--- config.mk ---
export PLATFORM = sky130hd
export DESIGN_NAME = thick_polyline_tessellator_top
export DESIGN_NICKNAME = d
export VERILOG_FILES = /design/src/hdl/tpt_pkg.sv /design/src/hdl/thick_polyline_tessellator_top.sv
export SDC_FILE = /design/constraint.sdc
export NUM_CORES = 2
export LEC_CHECK = 0
export BUFFER_PORTS_ARGS = -buffer_cell sky130_fd_sc_hd__buf_2
export CAP_MARGIN = 20
export CELL_PAD_IN_SITES_DETAIL_PLACEMENT = 2
export CELL_PAD_IN_SITES_GLOBAL_PLACEMENT = 2
export CORE_ASPECT_RATIO = 0.7
export CORE_MARGIN = 4
export CORE_UTILIZATION = 45
export DETAILED_ROUTE_END_ITERATION = 10
export HOLD_SLACK_MARGIN = 0.1
export PLACE_DENSITY = 0.88
export SYNTH_ARGS = -nofsm -noshare
export SYNTH_HDL_FRONTEND = slang
export SYNTH_SLANG_ARGS = --single-unit
--- constraint.sdc ---
create_clock -name clk -period 28.1 [get_ports clk]
set_clock_uncertainty 0.05 [all_clocks]
set_input_delay 5.62 -clock clk [delete_from_list [all_inputs] [get_ports clk]]
set_output_delay 5.62 -clock clk [all_outputs]
set_load 0.02 [all_outputs]
--- src/hdl/tpt_pkg.sv ---
`default_nettype none
package tpt_pkg;

  typedef enum logic [3:0] {
    ST_IDLE,
    ST_SQ1,
    ST_SQ2,
    ST_SQRT,
    ST_DIVX,
    ST_DIVY,
    ST_CR1,
    ST_CR2,
    ST_OFFX,
    ST_OFFY,
    ST_BUILD,
    ST_EMIT
  } tpt_state_t;

  localparam logic [11:0] HW_RESET   = 12'd160;
  localparam logic [1:0]  PH_FIRST   = 2'd0;
  localparam logic [1:0]  PH_SECOND  = 2'd1;
  localparam logic [1:0]  PH_CONT    = 2'd2;
  localparam logic [2:0]  SLOT_LAST  = 3'd5;
  localparam logic [4:0]  SQRT_STEPS = 5'd31;
  localparam logic [4:0]  DIV_STEPS  = 5'd15;

endpackage
`default_nettype wire

--- src/hdl/thick_polyline_tessellator_top.sv ---
`default_nettype none
// Thick polyline stroke tessellator.
// Points enter on the in_ channel (in_valid / in_stall). The first point of a
// polyline, or any point with in_start_new set, is simply stored and
// produces nothing. Every later point produces six vertices of two triangles
// on the out_ channel, slots 0 to 5, with out_last_vertex on slot 5.
// Each joined point runs through one sequencer: two squaring steps, a 32-step
// square root, two 16-step divisions for the unit normal, two cross-product
// steps when joining, two offset steps and one build step. The root and the
// two divisions share one 64-bit subtractor; products share one 18x18
// multiplier.
// in_stall is high while a point is being worked on or its vertices are
// being sent. When the receiver raises out_stall the current vertex holds
// and the block waits. Reset restores half width 160 (10 pixels) and waits for
// the first point of a new polyline. cfg_we writes the half width.
module thick_polyline_tessellator_top (
  input  wire               clk,
  input  wire               rst_n,
  input  wire               cfg_we,
  input  wire        [11:0] cfg_wdata,
  input  wire               in_valid,
  output logic              in_stall,
  input  wire signed [15:0] in_point_x,
  input  wire signed [15:0] in_point_y,
  input  wire               in_start_new,
  output logic              out_valid,
  input  wire               out_stall,
  output logic signed [15:0] out_vertex_x,
  output logic signed [15:0] out_vertex_y,
  output logic        [2:0] out_vertex_slot,
  output logic              out_last_vertex
);

  tpt_pkg::tpt_state_t state_r, state_nxt;

  logic [11:0] hw_r;
  logic [1:0]  phase_r;
  logic        cont_r;
  logic signed [15:0] sx_r, sy_r, bx_r, by_r;
  logic signed [15:0] h0x_r, h0y_r, h1x_r, h1y_r, h2x_r, h2y_r;
  logic signed [16:0] abx_r, aby_r, zax_r, zay_r;
  logic signed [35:0] sq_r, cr_r;
  logic [63:0] n_r, res_r;
  logic [30:0] len_r;
  logic [45:0] rem_r;
  logic [14:0] q_r, umx_r, umy_r;
  logic [4:0]  k_r;
  logic signed [14:0] o1x_r, o1y_r, o2x_r, o2y_r;
  logic signed [15:0] a0x_r, a0y_r, a1x_r, a1y_r, b0x_r, b0y_r, b1x_r, b1y_r;
  logic [2:0]  slot_r;

  logic in_acc, out_acc, new_line;
  assign in_acc   = in_valid && !in_stall;
  assign out_acc  = out_valid && !out_stall;
  assign new_line = in_start_new || (phase_r == tpt_pkg::PH_FIRST);

  // Shared subtractor for the square root and both divisions.
  logic [63:0] sub_a, sub_b, sq_bit, sq_res_new;
  logic [64:0] sub_d;
  logic        sub_ge;
  assign sq_bit = 64'd1 << {k_r, 1'b0};
  always_comb begin
    sub_a = '0;
    sub_b = '0;
    case (state_r)
      tpt_pkg::ST_SQRT: begin
        sub_a = n_r;
        sub_b = res_r | sq_bit;
      end
      tpt_pkg::ST_DIVX, tpt_pkg::ST_DIVY: begin
        sub_a = {18'd0, rem_r};
        sub_b = {33'd0, len_r} << k_r;
      end
      default: begin
        sub_a = '0;
        sub_b = '0;
      end
    endcase
  end
  assign sub_d      = {1'b0, sub_a} - {1'b0, sub_b};
  assign sub_ge     = !sub_d[64];
  assign sq_res_new = (res_r >> 1) + (sub_ge ? sq_bit : 64'd0);

  // Shared multiplier.
  logic signed [17:0] mul_a, mul_b;
  logic signed [35:0] mul_p;
  always_comb begin
    case (state_r)
      tpt_pkg::ST_SQ1: begin
        mul_a = {abx_r[16], abx_r};
        mul_b = {abx_r[16], abx_r};
      end
      tpt_pkg::ST_SQ2: begin
        mul_a = {aby_r[16], aby_r};
        mul_b = {aby_r[16], aby_r};
      end
      tpt_pkg::ST_CR1: begin
        mul_a = {zax_r[16], zax_r};
        mul_b = {aby_r[16], aby_r};
      end
      tpt_pkg::ST_CR2: begin
        mul_a = {zay_r[16], zay_r};
        mul_b = {abx_r[16], abx_r};
      end
      tpt_pkg::ST_OFFX: begin
        mul_a = {3'd0, umx_r};
        mul_b = {6'd0, hw_r};
      end
      tpt_pkg::ST_OFFY: begin
        mul_a = {3'd0, umy_r};
        mul_b = {6'd0, hw_r};
      end
      default: begin
        mul_a = '0;
        mul_b = '0;
      end
    endcase
  end
  assign mul_p = mul_a * mul_b;

  // Offsets from the product: half width and full width, rounded.
  logic [27:0] o1_sum, o2_sum;
  logic [13:0] o1m, o2m;
  assign o1_sum = {1'b0, mul_p[26:0]} + 28'd8192;
  assign o2_sum = {mul_p[26:0], 1'b0} + 28'd8192;
  assign o1m    = o1_sum[27:14];
  assign o2m    = o2_sum[27:14];

  // Quotient of the current division, clamped to one in Q1.14.
  logic [15:0] q_full;
  logic [14:0] q_clamp;
  assign q_full  = {q_r, sub_ge};
  assign q_clamp = (len_r == '0) ? 15'd0 :
                   (q_full > 16'd16384) ? 15'd16384 : q_full[14:0];

  // Magnitudes of the normal components.
  logic [16:0] mx, my;
  assign mx = aby_r[16] ? 17'(-aby_r) : 17'(aby_r);
  assign my = abx_r[16] ? 17'(-abx_r) : 17'(abx_r);

  // Segment vector from the incoming point.
  logic signed [16:0] msx, msy, abx_in, aby_in;
  always_comb begin
    msx = {h0x_r[15], h0x_r} + {h1x_r[15], h1x_r};
    msy = {h0y_r[15], h0y_r} + {h1y_r[15], h1y_r};
    if (phase_r == tpt_pkg::PH_SECOND) begin
      abx_in = {in_point_x[15], in_point_x} - {sx_r[15], sx_r};
      aby_in = {in_point_y[15], in_point_y} - {sy_r[15], sy_r};
    end else begin
      abx_in = {in_point_x[15], in_point_x} - {msx[16], msx[16:1]};
      aby_in = {in_point_y[15], in_point_y} - {msy[16], msy[16:1]};
    end
  end

  function automatic logic signed [15:0] sat_add(input logic signed [15:0] p,
                                                 input logic signed [14:0] o);
    logic signed [16:0] s;
    s = {p[15], p} + {{2{o[14]}}, o};
    if (s[16] != s[15]) begin
      sat_add = s[16] ? 16'sh8000 : 16'sh7fff;
    end else begin
      sat_add = s[15:0];
    end
  endfunction

  logic cr_pos;
  assign cr_pos = !cr_r[35] && (cr_r != '0);

  always_comb begin
    state_nxt = state_r;
    case (state_r)
      tpt_pkg::ST_IDLE: begin
        if (in_acc && !new_line) state_nxt = tpt_pkg::ST_SQ1;
      end
      tpt_pkg::ST_SQ1: state_nxt = tpt_pkg::ST_SQ2;
      tpt_pkg::ST_SQ2: state_nxt = tpt_pkg::ST_SQRT;
      tpt_pkg::ST_SQRT: begin
        if (k_r == '0) state_nxt = tpt_pkg::ST_DIVX;
      end
      tpt_pkg::ST_DIVX: begin
        if (k_r == '0) state_nxt = tpt_pkg::ST_DIVY;
      end
      tpt_pkg::ST_DIVY: begin
        if (k_r == '0) state_nxt = cont_r ? tpt_pkg::ST_CR1 : tpt_pkg::ST_OFFX;
      end
      tpt_pkg::ST_CR1:   state_nxt = tpt_pkg::ST_CR2;
      tpt_pkg::ST_CR2:   state_nxt = tpt_pkg::ST_OFFX;
      tpt_pkg::ST_OFFX:  state_nxt = tpt_pkg::ST_OFFY;
      tpt_pkg::ST_OFFY:  state_nxt = tpt_pkg::ST_BUILD;
      tpt_pkg::ST_BUILD: state_nxt = tpt_pkg::ST_EMIT;
      tpt_pkg::ST_EMIT: begin
        if (out_acc && slot_r == tpt_pkg::SLOT_LAST) state_nxt = tpt_pkg::ST_IDLE;
      end
      default: state_nxt = tpt_pkg::ST_IDLE;
    endcase
  end

  always_comb begin
    in_stall  = (state_r != tpt_pkg::ST_IDLE);
    out_valid = (state_r == tpt_pkg::ST_EMIT);
  end

  always_comb begin
    case (slot_r)
      3'd0: begin
        out_vertex_x = a0x_r;
        out_vertex_y = a0y_r;
      end
      3'd1: begin
        out_vertex_x = a1x_r;
        out_vertex_y = a1y_r;
      end
      3'd3: begin
        out_vertex_x = cont_r ? a0x_r : a1x_r;
        out_vertex_y = cont_r ? a0y_r : a1y_r;
      end
      3'd5: begin
        out_vertex_x = b1x_r;
        out_vertex_y = b1y_r;
      end
      default: begin
        out_vertex_x = b0x_r;
        out_vertex_y = b0y_r;
      end
    endcase
  end
  assign out_vertex_slot = slot_r;
  assign out_last_vertex = (slot_r == tpt_pkg::SLOT_LAST);

  always_ff @(posedge clk) begin
    if (!rst_n) begin
      state_r <= tpt_pkg::ST_IDLE;
      hw_r    <= tpt_pkg::HW_RESET;
      phase_r <= tpt_pkg::PH_FIRST;
      sx_r    <= '0;
      sy_r    <= '0;
      h0x_r   <= '0;
      h0y_r   <= '0;
      h1x_r   <= '0;
      h1y_r   <= '0;
      h2x_r   <= '0;
      h2y_r   <= '0;
      slot_r  <= '0;
    end else begin
      state_r <= state_nxt;
      if (cfg_we) hw_r <= cfg_wdata;
      case (state_r)
        tpt_pkg::ST_IDLE: begin
          if (in_acc) begin
            bx_r <= in_point_x;
            by_r <= in_point_y;
            if (new_line) begin
              sx_r    <= in_point_x;
              sy_r    <= in_point_y;
              phase_r <= tpt_pkg::PH_SECOND;
            end else begin
              cont_r <= (phase_r != tpt_pkg::PH_SECOND);
              abx_r  <= abx_in;
              aby_r  <= aby_in;
              zax_r  <= {h0x_r[15], h0x_r} - {h2x_r[15], h2x_r};
              zay_r  <= {h0y_r[15], h0y_r} - {h2y_r[15], h2y_r};
            end
          end
        end
        tpt_pkg::ST_SQ1: sq_r <= mul_p;
        tpt_pkg::ST_SQ2: begin
          n_r   <= {30'd0, 34'(sq_r + mul_p)} << 28;
          res_r <= '0;
          k_r   <= tpt_pkg::SQRT_STEPS;
        end
        tpt_pkg::ST_SQRT: begin
          res_r <= sq_res_new;
          if (sub_ge) n_r <= sub_d[63:0];
          k_r <= k_r - 5'd1;
          if (k_r == '0) begin
            len_r <= sq_res_new[30:0];
            rem_r <= ({29'd0, mx} << 28) + {16'd0, sq_res_new[30:1]};
            q_r   <= '0;
            k_r   <= tpt_pkg::DIV_STEPS;
          end
        end
        tpt_pkg::ST_DIVX, tpt_pkg::ST_DIVY: begin
          if (sub_ge) rem_r <= sub_d[45:0];
          q_r <= {q_r[13:0], sub_ge};
          k_r <= k_r - 5'd1;
          if (k_r == '0) begin
            if (state_r == tpt_pkg::ST_DIVX) begin
              umx_r <= q_clamp;
              rem_r <= ({29'd0, my} << 28) + {16'd0, len_r[30:1]};
              q_r   <= '0;
              k_r   <= tpt_pkg::DIV_STEPS;
            end else begin
              umy_r <= q_clamp;
            end
          end
        end
        tpt_pkg::ST_CR1: cr_r <= mul_p;
        tpt_pkg::ST_CR2: cr_r <= cr_r - mul_p;
        tpt_pkg::ST_OFFX: begin
          // The x normal follows the sign of ab.y.
          o1x_r <= aby_r[16] ? -$signed({1'b0, o1m}) : $signed({1'b0, o1m});
          o2x_r <= aby_r[16] ? -$signed({1'b0, o2m}) : $signed({1'b0, o2m});
        end
        tpt_pkg::ST_OFFY: begin
          // The y normal is negative when ab.x is positive.
          if (!abx_r[16] && abx_r != '0) begin
            o1y_r <= -$signed({1'b0, o1m});
            o2y_r <= -$signed({1'b0, o2m});
          end else begin
            o1y_r <= $signed({1'b0, o1m});
            o2y_r <= $signed({1'b0, o2m});
          end
        end
        tpt_pkg::ST_BUILD: begin
          b0x_r <= sat_add(bx_r, o1x_r);
          b0y_r <= sat_add(by_r, o1y_r);
          b1x_r <= sat_add(bx_r, -o1x_r);
          b1y_r <= sat_add(by_r, -o1y_r);
          h0x_r <= sat_add(bx_r, -o1x_r);
          h0y_r <= sat_add(by_r, -o1y_r);
          h1x_r <= sat_add(bx_r, o1x_r);
          h1y_r <= sat_add(by_r, o1y_r);
          slot_r  <= '0;
          phase_r <= tpt_pkg::PH_CONT;
          if (!cont_r) begin
            a0x_r <= sat_add(sx_r, o1x_r);
            a0y_r <= sat_add(sy_r, o1y_r);
            a1x_r <= sat_add(sx_r, -o1x_r);
            a1y_r <= sat_add(sy_r, -o1y_r);
            h2x_r <= sat_add(sx_r, -o1x_r);
            h2y_r <= sat_add(sy_r, -o1y_r);
          end else if (cr_pos) begin
            // Turning one way keeps the second-last corner.
            a0x_r <= sat_add(h1x_r, -o2x_r);
            a0y_r <= sat_add(h1y_r, -o2y_r);
            a1x_r <= h1x_r;
            a1y_r <= h1y_r;
            h2x_r <= sat_add(h1x_r, -o2x_r);
            h2y_r <= sat_add(h1y_r, -o2y_r);
          end else begin
            a0x_r <= h0x_r;
            a0y_r <= h0y_r;
            a1x_r <= sat_add(h0x_r, o2x_r);
            a1y_r <= sat_add(h0y_r, o2y_r);
            h2x_r <= h0x_r;
            h2y_r <= h0y_r;
          end
        end
        tpt_pkg::ST_EMIT: begin
          if (out_acc) slot_r <= slot_r + 3'd1;
        end
        default: begin
        end
      endcase
    end
  end

endmodule
`default_nettype wire

==> results.toml <==
[power]
power_density_mw_per_mm2 = 127.2
peakVddDrop_v = 0.0001802
power_leakage_nw = 31.63

[floorplan]
dieArea_mm2 = 0.1637
ios = 88
start_util = 0.4541
die_h_um = 339.7
core-area_mm2 = 0.1558
rows = 121
die_w_um = 481.9

[timing]
holdWs_ns = 0.4589
min_period_ns = 12.87
slew_viol_final = 0
slew_headroom = 0.2209
finalCritPeriodShare = 0.4582
rsz0062_at_grt = "no"
fin_tns_setup_ns = 0
fmax_mhz = 77.67
finalSetupViolCount = 0
timing.final.hold_violations = 0
tightestPinTransition_ns = 1.162

[worst_setup_path]
worstPathRequired_ns = 28.51
cp-end-kind = "register"
slowest_delay_ns = 0.87
r2r_cells = 38
critPathKind = "register to register"
crit_top_cell = "inv_1"
start_kind = "register"
cp.arrival_ns = 13.28
crit_path_top_delay_cell = "a222oi_1"
crit_fanout = 39

[placed_design]
numPortBuffers = 87
hpwl_mm = 257.1
globalplace.congestion = 1.006

[cts]
cts.sink_count = 763
clock_path_buffers = 3
cts_made_buffers = 88
clockRootBuffer = "clkbuf_16"
cts_setup_buffers = 0
hold_buffers = 0
ctsResizeCount = 0
clock_latency_ns = 0.78
path_clk_slew_ns = 0.06
cts_htree_levels = 3
cts_tree = "done"

[synthesis]
yosys_warnings = 0
yosys_most_used_dff = "edfxtp_1"
ys_seq_elements = 763
yosysSeqAreaShare = 0.3028
synth_area_mm2 = 0.07075
syn-num-nets = 8969
yosysTopAreaCell = "edfxtp_1"
netlist_top_cells_area = "edfxtp_1, ha_1, fa_1"
synth.avg_cell_area_um2 = 8.817
yosysTopAreaCellShare = 0.2606
synth_edf_count = 614
synth.distinct_cells = 103
syn_inst = 8024
synthArstFlopShare = 0

[route]
antenna_left = 0
vias = 66690
wl_mm = 329.4
via_per_inst = 6.573
drc = 0
drt_iter0_markers = 7006
drt_first_pass_iters = 7
wl_per_cell_um = 32.47

[global_routing]
grt_pass1_wl_mm = 484.2
grt_max_degree = 86
grt_overflow_total = 0
grt_pass1_vias = 71390
antenna_found_initial = 17
grt.total_usage = 0.3925

[outcome]
status = "finished clean"

[cells_and_area]
final_common_cell = "nand2_1"
syn_to_final_growth_pct = 8.049
drive_above_1_share = 0.05789
final_cell_mix = "nand2_1, nor2_1, inv_1, edfxtp_1, ha_1"
fin_nets = 8922

[run]
drv_cap = 0

[hold_path]
hold_path_depth = 1
hold_class = "register to register"
==> worst max-delay path, delay by kind of cell, from the launching register on <==
kind / cells / cell delay, ns
AND/OR/NAND/NOR: 7 / 2.09
AO/OA/AOI/OAI: 12 / 3.57
buffers and inverters: 7 / 0.89
adder cells (fa/ha/maj): 9 / 4.17
flip-flops: 1 / 0.73
XOR/XNOR: 3 / 1.04
==> area by class of cell <==
| cell class | count | area (um^2) |
|---|---|---|
| flip-flops and latches | 763 | 21420 |
| diodes | 4 | 10.01 |
| clock inverters | 43 | 432.9 |
| fillers | 16670 | 79340 |
| well taps | 2091 | 2616 |
| repair buffers | 207 | 1386 |
| inverters | 707 | 2656 |
| multi-input cells | 6210 | 45490 |
| clock buffers | 120 | 2425 |
==> where the power goes <==
part	internal (mW)	switching [mW]	total [mW]
clock network	0.664	0.566	1.23
logic	2.29	4.57	6.86
registers	1.56	0.0822	1.64
total	4.51	5.22	9.73
==> metal layers <==
layer	part of all wire	up-vias	wire (um)	track usage
met5	0.00046	-	153	0
met4	0.043	24	14090	0.1466
met3	0.10	814	33440	0.1004
met2	0.44	3203	145000	0.6068
met1	0.41	34430	136700	0.5293
li1	-	28220	-	-
==> cells by family after synthesis <==
| logic type | count (synthesis) | synth area share |
|---|---|---|
| buf+inv | 1051 | 0.05629 |
| simple gates | 2486 | 0.1590 |
| xor+xnor | 575 | 0.07182 |
| fa+ha+maj | 941 | 0.2011 |
| mux | 100 | 0.01754 |
| compound gates | 2108 | 0.1915 |
| flops | 763 | 0.3028 |
==> cell usage after synthesis (all sizes together), types with 76 or more instances <==
cell type and count:
a22oi 82, o21ai 524, fa 342, a21boi 93, clkbuf 306, xnor2 380, nand3 147, nor3 135
ha 553, edfxtp 614, a21oi 530, nor2 804, nand2 845, nand2b 85, and3 78, o21bai 91
nor2b 76, dfxtp 149, a21o 158, inv 703, xor2 195, a31oi 83, and2 96
==> path summary, 6_finish.rpt <==
path / start / end / slack, ns
max: state_r[3] / cr_r[35] / 15.23
min: h2y_r[0] / h2y_r[0] / 0.46
max reg2reg: state_r[3] / cr_r[35] / 15.23
min reg2reg: h2y_r[0] / h2y_r[0] / 0.46
==> through the flow <==
step / utilization / cell area (um^2) / cells / setup WS [ns] / total power, mW
after floorplan: - / 70750 / 8024 / 15.19 / 5.992
after global placement: 0.4717 / 73480 / 9970 / 16.17 / 7.862
after detailed placement: 0.4719 / 73520 / 9972 / 15.60 / 8.254
after CTS: 0.4903 / 76380 / 10140 / 15.43 / 9.584
after global routing: 0.4906 / 76430 / 10140 / 14.67 / 10.25
final: 0.4907 / 76440 / 10150 / 15.23 / 9.727
==> flip-flops by register name, indices dropped and copies added (netlist names), 17 cells and up <==
register,flops
len_r,31
n_r,64
cr_r,36
zax_r,17
sq_r,34
res_r,64
abx_r,17
aby_r,17
rem_r,46
zay_r,17
(Power assumes the default switching activity.)
